$ cat src/rtl/core/bchc_pkg.sv
// ----------------------------------------------------------------------------
// bchc_pkg
// Shared types and constants for the button click/hold classifier.
// ----------------------------------------------------------------------------
package bchc_pkg;

    localparam int unsigned TIME_W   = 32;
    localparam int unsigned CFG_W    = 16;
    localparam int unsigned CFG_AW   = 2;
    localparam int unsigned S_DATA_W = 40;  // 33 payload bits padded to bytes
    localparam int unsigned M_DATA_W = 16;  // 9 flag bits padded to bytes

    localparam logic [CFG_W-1:0] DEBOUNCE_RST  = CFG_W'(20);
    localparam logic [CFG_W-1:0] DBL_GAP_RST   = CFG_W'(250);
    localparam logic [CFG_W-1:0] HOLD_RST      = CFG_W'(1000);
    localparam logic [CFG_W-1:0] LONG_HOLD_RST = CFG_W'(3000);

    typedef enum logic [CFG_AW-1:0] {
        REG_DEBOUNCE  = 2'd0,
        REG_DBL_GAP   = 2'd1,
        REG_HOLD      = 2'd2,
        REG_LONG_HOLD = 2'd3
    } cfg_idx_t;

    typedef struct packed {
        logic [CFG_W-1:0] debounce_ms;
        logic [CFG_W-1:0] double_click_gap_ms;
        logic [CFG_W-1:0] hold_ms;
        logic [CFG_W-1:0] long_hold_ms;
    } cfg_t;

    // Result flags, last field in the lowest bit when packed into tdata.
    typedef struct packed {
        logic is_holding_long;
        logic is_holding;
        logic is_down;
        logic long_hold_event;
        logic hold_event;
        logic double_click_event;
        logic click_event;
        logic release_event;
        logic press_event;
    } res_t;

    typedef struct packed {
        logic              last_level;
        logic [TIME_W-1:0] press_time;
        logic [TIME_W-1:0] release_time;
        logic              skip_release;
        logic              single_allowed;
        logic              hold_done;
        logic              long_hold_done;
        logic              double_on_release;
        logic              awaiting_second;
        logic              double_done;
        logic              holding_flag;
        logic              holding_long_flag;
    } st_t;

    // button released, times and flags clear
    localparam st_t ST_RST = '{
        last_level:        1'b1,
        press_time:        '0,
        release_time:      '0,
        skip_release:      1'b0,
        single_allowed:    1'b0,
        hold_done:         1'b0,
        long_hold_done:    1'b0,
        double_on_release: 1'b0,
        awaiting_second:   1'b0,
        double_done:       1'b0,
        holding_flag:      1'b0,
        holding_long_flag: 1'b0
    };

endpackage

$ cat src/rtl/core/bchc_cfg_regs.sv
// ----------------------------------------------------------------------------
// bchc_cfg_regs
// Threshold registers, written through the plain write port.
// ----------------------------------------------------------------------------
module bchc_cfg_regs (
    input  logic                          aclk,
    input  logic                          aresetn,
    input  logic                          cfg_wr_en,
    input  logic [bchc_pkg::CFG_AW-1:0]   cfg_addr,
    input  logic [bchc_pkg::CFG_W-1:0]    cfg_wdata,
    output bchc_pkg::cfg_t                cfg
);

    bchc_pkg::cfg_t cfg_reg;

    always_ff @(posedge aclk) begin
        if (!aresetn) begin
            cfg_reg.debounce_ms         <= bchc_pkg::DEBOUNCE_RST;
            cfg_reg.double_click_gap_ms <= bchc_pkg::DBL_GAP_RST;
            cfg_reg.hold_ms             <= bchc_pkg::HOLD_RST;
            cfg_reg.long_hold_ms        <= bchc_pkg::LONG_HOLD_RST;
        end else if (cfg_wr_en) begin
            unique case (bchc_pkg::cfg_idx_t'(cfg_addr))
                bchc_pkg::REG_DEBOUNCE:  cfg_reg.debounce_ms         <= cfg_wdata;
                bchc_pkg::REG_DBL_GAP:   cfg_reg.double_click_gap_ms <= cfg_wdata;
                bchc_pkg::REG_HOLD:      cfg_reg.hold_ms             <= cfg_wdata;
                bchc_pkg::REG_LONG_HOLD: cfg_reg.long_hold_ms        <= cfg_wdata;
                default: ;
            endcase
        end
    end

    assign cfg = cfg_reg;

endmodule

$ cat src/rtl/core/bchc_core.sv
// ----------------------------------------------------------------------------
// bchc_core
// Button state register and the per-sample classification step.
// ----------------------------------------------------------------------------
module bchc_core (
    input  logic                          aclk,
    input  logic                          aresetn,
    input  logic                          step_en,
    input  logic                          level,
    input  logic [bchc_pkg::TIME_W-1:0]   now,
    input  bchc_pkg::cfg_t                cfg,
    output bchc_pkg::res_t                res
);

    bchc_pkg::st_t st_reg;
    bchc_pkg::st_t st_next;

    logic [bchc_pkg::TIME_W-1:0] d_rel;
    logic [bchc_pkg::TIME_W-1:0] d_prs;
    logic [bchc_pkg::TIME_W-1:0] d_rel_new;
    logic [bchc_pkg::TIME_W-1:0] d_prs_new;
    logic [bchc_pkg::TIME_W-1:0] debounce;
    logic [bchc_pkg::TIME_W-1:0] gap;
    logic [bchc_pkg::TIME_W-1:0] gap_x2;
    logic                        press_ok;
    logic                        release_ok;
    logic                        second_press;

    assign debounce = bchc_pkg::TIME_W'(cfg.debounce_ms);
    assign gap      = bchc_pkg::TIME_W'(cfg.double_click_gap_ms);
    assign gap_x2   = {gap[bchc_pkg::TIME_W-2:0], 1'b0};

    assign d_rel = now - st_reg.release_time;
    assign d_prs = now - st_reg.press_time;

    assign press_ok   = !level && st_reg.last_level && (d_rel > debounce);
    assign release_ok = level && !st_reg.last_level && (d_prs > debounce)
                        && !st_reg.double_done;

    always_comb begin
        st_next      = st_reg;
        res          = '0;
        second_press = 1'b0;
        d_rel_new    = d_rel;
        d_prs_new    = d_prs;

        if (press_ok) begin
            st_next.press_time        = now;
            d_prs_new                 = '0;
            st_next.skip_release      = 1'b0;
            st_next.single_allowed    = 1'b1;
            st_next.hold_done         = 1'b0;
            st_next.long_hold_done    = 1'b0;
            st_next.holding_flag      = 1'b0;
            st_next.holding_long_flag = 1'b0;
            if (d_rel > gap_x2) begin
                st_next.double_done = 1'b0;
            end
            second_press = (d_rel < gap) && !st_reg.double_on_release
                           && st_reg.awaiting_second && !st_next.double_done;
            st_next.double_on_release = second_press;
            res.press_event           = !second_press;
            st_next.awaiting_second   = 1'b0;
        end else if (release_ok) begin
            res.release_event         = 1'b1;
            st_next.holding_flag      = 1'b0;
            st_next.holding_long_flag = 1'b0;
            if (!st_reg.skip_release) begin
                st_next.release_time = now;
                d_rel_new            = '0;
                if (!st_reg.double_on_release) begin
                    st_next.awaiting_second = 1'b1;
                end else begin
                    res.double_click_event    = 1'b1;
                    st_next.double_done       = 1'b1;
                    st_next.double_on_release = 1'b0;
                    st_next.awaiting_second   = 1'b0;
                    st_next.single_allowed    = 1'b0;
                end
            end
        end

        // single click once the gap has run out with no second press
        if (level && (d_rel_new >= gap) && st_next.awaiting_second
            && !st_next.double_on_release && st_next.single_allowed) begin
            res.click_event         = 1'b1;
            st_next.awaiting_second = 1'b0;
        end

        if (!level && (d_prs_new >= bchc_pkg::TIME_W'(cfg.hold_ms))) begin
            if (!st_next.hold_done) begin
                res.hold_event            = 1'b1;
                st_next.holding_flag      = 1'b1;
                st_next.skip_release      = 1'b1;
                st_next.double_on_release = 1'b0;
                st_next.awaiting_second   = 1'b0;
                st_next.hold_done         = 1'b1;
            end
            if ((d_prs_new >= bchc_pkg::TIME_W'(cfg.long_hold_ms))
                && !st_next.long_hold_done) begin
                res.long_hold_event       = 1'b1;
                st_next.holding_long_flag = 1'b1;
                st_next.long_hold_done    = 1'b1;
            end
        end

        res.is_down         = !level && (d_rel_new > debounce);
        res.is_holding      = st_next.holding_flag;
        res.is_holding_long = st_next.holding_long_flag;
        st_next.last_level  = level;
    end

    always_ff @(posedge aclk) begin
        if (!aresetn) begin
            st_reg <= bchc_pkg::ST_RST;
        end else if (step_en) begin
            st_reg <= st_next;
        end
    end

endmodule

$ cat src/rtl/core/button_click_hold_classifier.sv
// ----------------------------------------------------------------------------
// button_click_hold_classifier
// Debounced press/release, click, double-click and hold classifier.
// ----------------------------------------------------------------------------
// Usage:
//   s_* channel: one button sample per transfer, the raw active-low level and
//   a free-running millisecond timestamp (wraps modulo 2^32).
//   m_* channel: exactly one result transfer per sample, carrying the one-shot
//   event flags and the level flags (is_down, is_holding, is_holding_long).
//   cfg_* port: four 16-bit thresholds (debounce, double-click gap, hold,
//   long hold), written with cfg_wr_en; write only while the block is idle.
// Path: an input transfer is captured in the input register; the classify step
//   then writes its result into the output register, which drives m_tvalid.
// Throughput: one sample per cycle while m_tready is high. The classify step
//   reads and updates the button state together, so samples follow back to back.
// Stalls: when m_tready is low the result is held in the output register; the
//   input register takes at most one more sample, then s_tready drops until the
//   result drains. No sample or result is lost or duplicated.
// Reset (aresetn low, synchronous): thresholds return to 20/250/1000/3000 ms,
//   button state to released with all flags clear, both stages empty.
// ----------------------------------------------------------------------------
module button_click_hold_classifier (
    input  logic                            aclk,
    input  logic                            aresetn,

    input  logic                            s_tvalid,
    output logic                            s_tready,
    // [0] button_level, [32:1] time_now_ms, [39:33] zero
    input  logic [bchc_pkg::S_DATA_W-1:0]   s_tdata,

    output logic                            m_tvalid,
    input  logic                            m_tready,
    // [0] press_event, [1] release_event, [2] click_event,
    // [3] double_click_event, [4] hold_event, [5] long_hold_event,
    // [6] is_down, [7] is_holding, [8] is_holding_long, [15:9] zero
    output logic [bchc_pkg::M_DATA_W-1:0]   m_tdata,

    input  logic                            cfg_wr_en,
    input  logic [bchc_pkg::CFG_AW-1:0]     cfg_addr,
    input  logic [bchc_pkg::CFG_W-1:0]      cfg_wdata
);

    // input stage
    logic                        in_valid_reg;
    logic                        in_level_reg;
    logic [bchc_pkg::TIME_W-1:0] in_time_reg;

    // output stage
    logic                        out_valid_reg;
    bchc_pkg::res_t              out_res_reg;

    bchc_pkg::cfg_t cfg;
    bchc_pkg::res_t res;
    logic           advance;

    // the classify step fires when the output register is free or draining
    assign advance  = in_valid_reg && (!out_valid_reg || m_tready);
    assign s_tready = !in_valid_reg || advance;

    always_ff @(posedge aclk) begin
        if (!aresetn) begin
            in_valid_reg <= 1'b0;
        end else if (s_tready) begin
            in_valid_reg <= s_tvalid;
        end
    end

    always_ff @(posedge aclk) begin
        if (s_tready && s_tvalid) begin
            in_level_reg <= s_tdata[0];
            in_time_reg  <= s_tdata[bchc_pkg::TIME_W:1];
        end
    end

    bchc_cfg_regs u_cfg (
        .aclk      (aclk),
        .aresetn   (aresetn),
        .cfg_wr_en (cfg_wr_en),
        .cfg_addr  (cfg_addr),
        .cfg_wdata (cfg_wdata),
        .cfg       (cfg)
    );

    bchc_core u_core (
        .aclk    (aclk),
        .aresetn (aresetn),
        .step_en (advance),
        .level   (in_level_reg),
        .now     (in_time_reg),
        .cfg     (cfg),
        .res     (res)
    );

    always_ff @(posedge aclk) begin
        if (!aresetn) begin
            out_valid_reg <= 1'b0;
        end else if (advance) begin
            out_valid_reg <= 1'b1;
        end else if (m_tready) begin
            out_valid_reg <= 1'b0;
        end
    end

    always_ff @(posedge aclk) begin
        if (advance) begin
            out_res_reg <= res;
        end
    end

    assign m_tvalid = out_valid_reg;
    assign m_tdata  = bchc_pkg::M_DATA_W'(out_res_reg);

endmodule
$ cat config.mk
export PLATFORM = sky130hd
export DESIGN_NAME = button_click_hold_classifier
export DESIGN_NICKNAME = d
export VERILOG_FILES = /design/src/rtl/core/bchc_pkg.sv /design/src/rtl/core/bchc_cfg_regs.sv /design/src/rtl/core/bchc_core.sv /design/src/rtl/core/button_click_hold_classifier.sv
export SDC_FILE = /design/constraint.sdc
export NUM_CORES = 1
export LEC_CHECK = 0
export BUFFER_PORTS_ARGS = -buffer_cell sky130_fd_sc_hd__buf_2
export CELL_PAD_IN_SITES_DETAIL_PLACEMENT = 2
export CELL_PAD_IN_SITES_GLOBAL_PLACEMENT = 2
export CORE_ASPECT_RATIO = 1.1
export CORE_MARGIN = 2
export CORE_UTILIZATION = 38
export DETAILED_ROUTE_END_ITERATION = 10
export PLACE_DENSITY = 0.82
export SLEW_MARGIN = 10
export SYNTH_ARGS = -nofsm -noshare
export SYNTH_HDL_FRONTEND = slang
export SYNTH_SLANG_ARGS = --single-unit
$ cat constraint.sdc
create_clock -name aclk -period 6.9 [get_ports aclk]
set_input_delay 1.38 -clock aclk [delete_from_list [all_inputs] [get_ports aclk]]
set_output_delay 1.38 -clock aclk [all_outputs]
set_load 0.02 [all_outputs]
* Yosys cells after proc, flatten, opt, wreduce, memory -nomap -nowiden *
Cells that the tools add are included.

word-level totals
  word-level logic and storage cells = 120
  memories kept = 0
  ROM bits = 0
  bits in writable memories = 0
  bits in registers = 182
  bits of input ports = 63
  output and inout bits = 18
  latch bits = 0

cells by class
  divide/modulo/power cells = 0
  bitwise operators = 3
  multiplexer cells = 33
  add/subtract/negate cells = 2
  multiply operators = 0
  shifts and indexed selects = 0
  magnitude comparators = 8
  equality and inequality tests = 4
  reductions and logical operators = 41

operators by type and width
  operator                                                         count
  32-bit two-way mux                                               4
  32-bit by 16-bit greater-or-equal comparator with 1-bit output   3
  32-bit by 16-bit greater-than comparator with 1-bit output       3
  32-bit subtractor                                                2
  32-bit by 17-bit greater-than comparator with 1-bit output       1
  32-bit by 16-bit less-than comparator with 1-bit output          1
  1-bit two-way mux                                                22
  1-bit logical AND                                                17
  1-bit logical NOT                                                10
  5-bit two-way mux                                                2
  2-bit AND reduction                                              5
  4-bit AND reduction                                              2
  2-bit two-way mux                                                3
  2-bit nonzero test                                               3
  2-bit == test, second input constant                             2
  4-bit two-way mux                                                1
  3-bit two-way mux                                                1
  1-bit NOT                                                        3
  3-bit OR reduction                                               1
  2-bit by 1-bit == test with 1-bit output, second input constant  1
  2-bit logical NOT                                                1
  1-bit logical OR                                                 2
  2-bit inequality test, second input constant                     1

* Logic depth before layout (Yosys ltp) *
  depth in word-level cells = 14
  mapped depth = 33
  depth with buffers taken out = 31

* Modules after synthesis *
From an unflattened synthesis, not the netlist that was laid out.

second synthesis, totals
  cell total of the unflattened synthesis = 1636
  area, all modules = 14224.9 µm²

modules (own cells, without submodules)
  module                        sequential area each (µm²)  area an instance (µm²)  instances  cells each
  bchc_core                     1481.4                      10262.3                 1          1334
  bchc_cfg_regs                 1281.2                      2541.2                  1          243
  button_click_hold_classifier  1301.2                      1421.4                  1          59

* Worst setup path after synthesis *
Ideal clock, no wire load.

  path kind = register to register
  start point = register in_time_reg[0] (netlist bit)
  end point = register out_res_reg (netlist bit m_tdata[2]), data pin
  setup time = 254 ps
  stages on the path, launching flop included = 33
  path slack = 936 ps
  arrival = 5711 ps
  path buffers = 2
  data required time = 6646 ps
  cell sequence = edfxtp_1 inv_1 ha_1 fa_1 nor2b_1 o2111ai_1 a21o_1 and2_4 buf_6 o21ai_0 xor2_1 ha_1 nand4_1 nor2_1 a221oi_1 o221ai_1 o31a_1 and4b_4 or2_1 buf_6 or2b_1 ha_1 nand2b_1 a21oi_1 nor2b_1 o21ai_0 a21oi_1 or4_1 a31oi_1 o21ai_0 a221oi_1 a221o_1 nor2b_1

RTL lines
  what                      RTL line                             source
  start: declaration        button_click_hold_classifier.sv:46   logic [bchc_pkg::TIME_W-1:0] in_time_reg;
  start signal: assignment  button_click_hold_classifier.sv:71   in_time_reg <= s_tdata[bchc_pkg::TIME_W:1];
  end signal: assignment    button_click_hold_classifier.sv:106  out_res_reg <= res;
  end: declaration          button_click_hold_classifier.sv:50   bchc_pkg::res_t out_res_reg;

==> impl_metrics.json <==
{
  "status": "finished, final reports clean",
  "port-buffer-count": 66,
  "ys_warn_count": 0,
  "viasPerCell": 5.98,
  "htreeDepth": 4,
  "rr_worst_depth": 30,
  "clock.fmax_ghz": 0.151,
  "grt_start_max_net_pins": 121,
  "routed_wl_um": 57900,
  "gp_congestion": 0.897,
  "postRouteAntennaNets": 0,
  "finalHoldViolations": 0,
  "critPathKind": "reg -> reg",
  "grt_pass1_vias": 15635,
  "grt_first_pass_wirelength_um": 90300,
  "dieArea_um2": 39200,
  "cts_tree": "yes",
  "nets": 2099,
  "r2r_slack_ns": 0.27,
  "fin_crit_ns": 6.63,
  "hold_depth": 2,
  "fin_worst_skew_ns": 0.0111,
  "dr.pass1.iters": 7,
  "final.setup.worst_slack_ns": 0.274,
  "multi_input_area_um2": 9430,
  "leakage_nw": 6.27,
  "pwr-share-seq_pct": 36.2,
  "dominantRegCellSynth": "dfxtp_1",
  "startpoint_type": "flop",
  "p_sw_share_pct": 35.3,
  "ys_types": 85,
  "switchingPower_w": 0.00114,
  "pwr-share-clk_pct": 33.2,
  "row_count": 74,
  "initial_core_util_pct": 38.5,
  "post-place-ws_ns": -0.0137,
  "post_dp_cell_area_um2": 15200,
  "synth_edf_count": 42,
  "ir_drop_uv": 186,
  "stdcell_area_um2": 16000,
  "cap_violations": 0,
  "syn2layout_area_growth_pct": 11.7,
  "die_h_um": 207,
  "io_pins": 81,
  "ctsHoldBuffers": 0,
  "hpwl_um": 43500,
  "clkSlewWorstSetupHoldPaths_ns": 0.08,
  "clockRootBuffer": "clkbuf_16",
  "synthArstFlopShare_pct": 0,
  "setup_violations": 0,
  "ctsLongestPathBuffers": 2,
  "relSlewSlack_pct": 21.2,
  "ys_ff_latch": 182,
  "vias": 14066,
  "grtUsageTotal_pct": 29.5,
  "wl_per_cell_um": 24.6,
  "worst_slew_pin_slew_ns": 1.18,
  "overflow": 0,
  "drt_iter0_drc": 754,
  "regArea_um2": 4060,
  "setup-tns-final_ns": 0,
  "crit_fanout": 5,
  "period_share_pct": 96.0,
  "power_w": 0.00324,
  "drive_gt1_share_pct": 10.2,
  "crit_path_max_incr_delay_ns": 0.56,
  "drc": 0,
  "syn_area_per_cell_um2": 7.97,
  "die_w_um": 189,
  "fillers": 4259,
  "p_int_w": 0.00210,
  "worstSkewPairLatency_ns": 0.46,
  "synthCells": 1792,
  "slowest_stage": "edfxtp_1",
  "largest_reg_flops": 74,
  "hold_path_class": "reg -> reg",
  "cp.arrival_ns": 6.84,
  "combPwrFrac_pct": 30.6,
  "slew_violations": 0,
  "yosysSeqAreaShare_pct": 28.4,
  "core_area_um2": 37100,
  "required_ns": 7.11,
  "netlist_area_um2": 14300,
  "cts_buffers": 17,
  "power_density_nw_per_um2": 203,
  "cts_sinks": 182,
  "critPathCaptureType": "flop",
  "antenna_found_initial": 2
}
timing repair:
item	4_1_cts	5_1_grt
buffers inserted	0	1
setup endpoints to repair	4	11
pin swaps	2	2
gates resized for setup	5	24
final timing paths:
check / from / endpoint
setup reg to reg: in_time_reg[3] / m_tdata[8]
hold / removal: u_core.st_reg[35] / u_core.st_reg[35]
hold reg to reg: u_core.st_reg[35] / u_core.st_reg[35]
setup / recovery: in_time_reg[3] / m_tdata[8]
critical path: cells and delay by family, from the launching register on:
kind            cells  cell delay, ns
compound gates     16            2.84
fa+ha+maj           3            1.15
simple gates        8            1.03
flops               1            0.56
xor+xnor            1            0.47
buf+inv             2            0.33
cell families (layout without fill, tap and decap cells):
logic type	after synthesis	after routing	synth area share (%)
other cells	1	8	0.0262
buf+inv	233	293	6.69
compound gates	506	506	24.1
fa+ha+maj	191	191	16.8
xor+xnor	36	36	2.21
flops	182	182	28.4
simple gates	633	633	21.0
mux	10	10	0.736
area by class of cell:
cell class                 count  share of cell area [%]
tap                          494                    3.87
clock buffer                  18                    2.75
clock inverter                14                    1.10
timing repair buffer         110                    4.18
inverter                     151                    3.55
sequential                   182                    25.5
multi-input combinational   1383                    59.1
antenna                        1                  0.0157
routing by layer:
metal	wire length [um]	global-route usage, %
met5	13	0
met2	29400	53.5
met1	23400	33.6
met4	3030	14.4
met3	2070	4.31
power groups by stage:
stage	combinational (W)	clock, W	sequential [W]
after floorplan	0.000612	0	0.00118
after global placement	0.000862	0	0.00119
after detailed placement	0.000924	0	0.00119
after CTS	0.000961	0.00109	0.00117
after global routing	0.00109	0.00112	0.00117
final	0.000992	0.00107	0.00117
synthesized netlist by cell type, drive strengths merged (24+ instances only):
master,number,share of area (%)
buf,24,1.2
a21o,42,2.2
and2,42,1.9
nor2,86,2.3
o211ai,36,1.9
o21a,27,1.4
nand4,41,1.8
edfxtp,42,8.8
clkbuf,58,1.5
a21boi,107,5.6
nand3,48,1.7
dfxtp,140,20
nand2,288,7.6
ha,189,17
a21oi,103,3.6
inv,150,3.9
o21ai,81,2.8
placed cells by master (no fill, tap or decap), types with 11 or more instances in the layout:
cell type / n
nand3_1: 48
ha_1: 184
buf_4: 44
nor2b_1: 17
a211oi_1: 13
nand2b_1: 23
a21o_1: 42
inv_1: 150
o21a_1: 27
o211ai_1: 36
nor2_1: 83
edfxtp_1: 42
dfxtp_1: 140
a21oi_1: 102
o21ai_0: 71
xnor2_1: 16
and2_1: 35
nand4_1: 41
a21boi_0: 106
or3_1: 11
clkbuf_16: 17
nand2_1: 287
xor2_1: 18
buf_2: 65
nor3_1: 23
through the flow:
step	util, %	instances	hold WS [ns]
CTS	42.7	2351	0.475
floorplan	-	1798	0.435
global route	43.0	2353	0.489
finish	43.0	2353	0.470
detailed placement	41.0	2319	0.464
global placement	41.0	2319	0.445
Note: power is estimated with default switching activity, not from simulation.
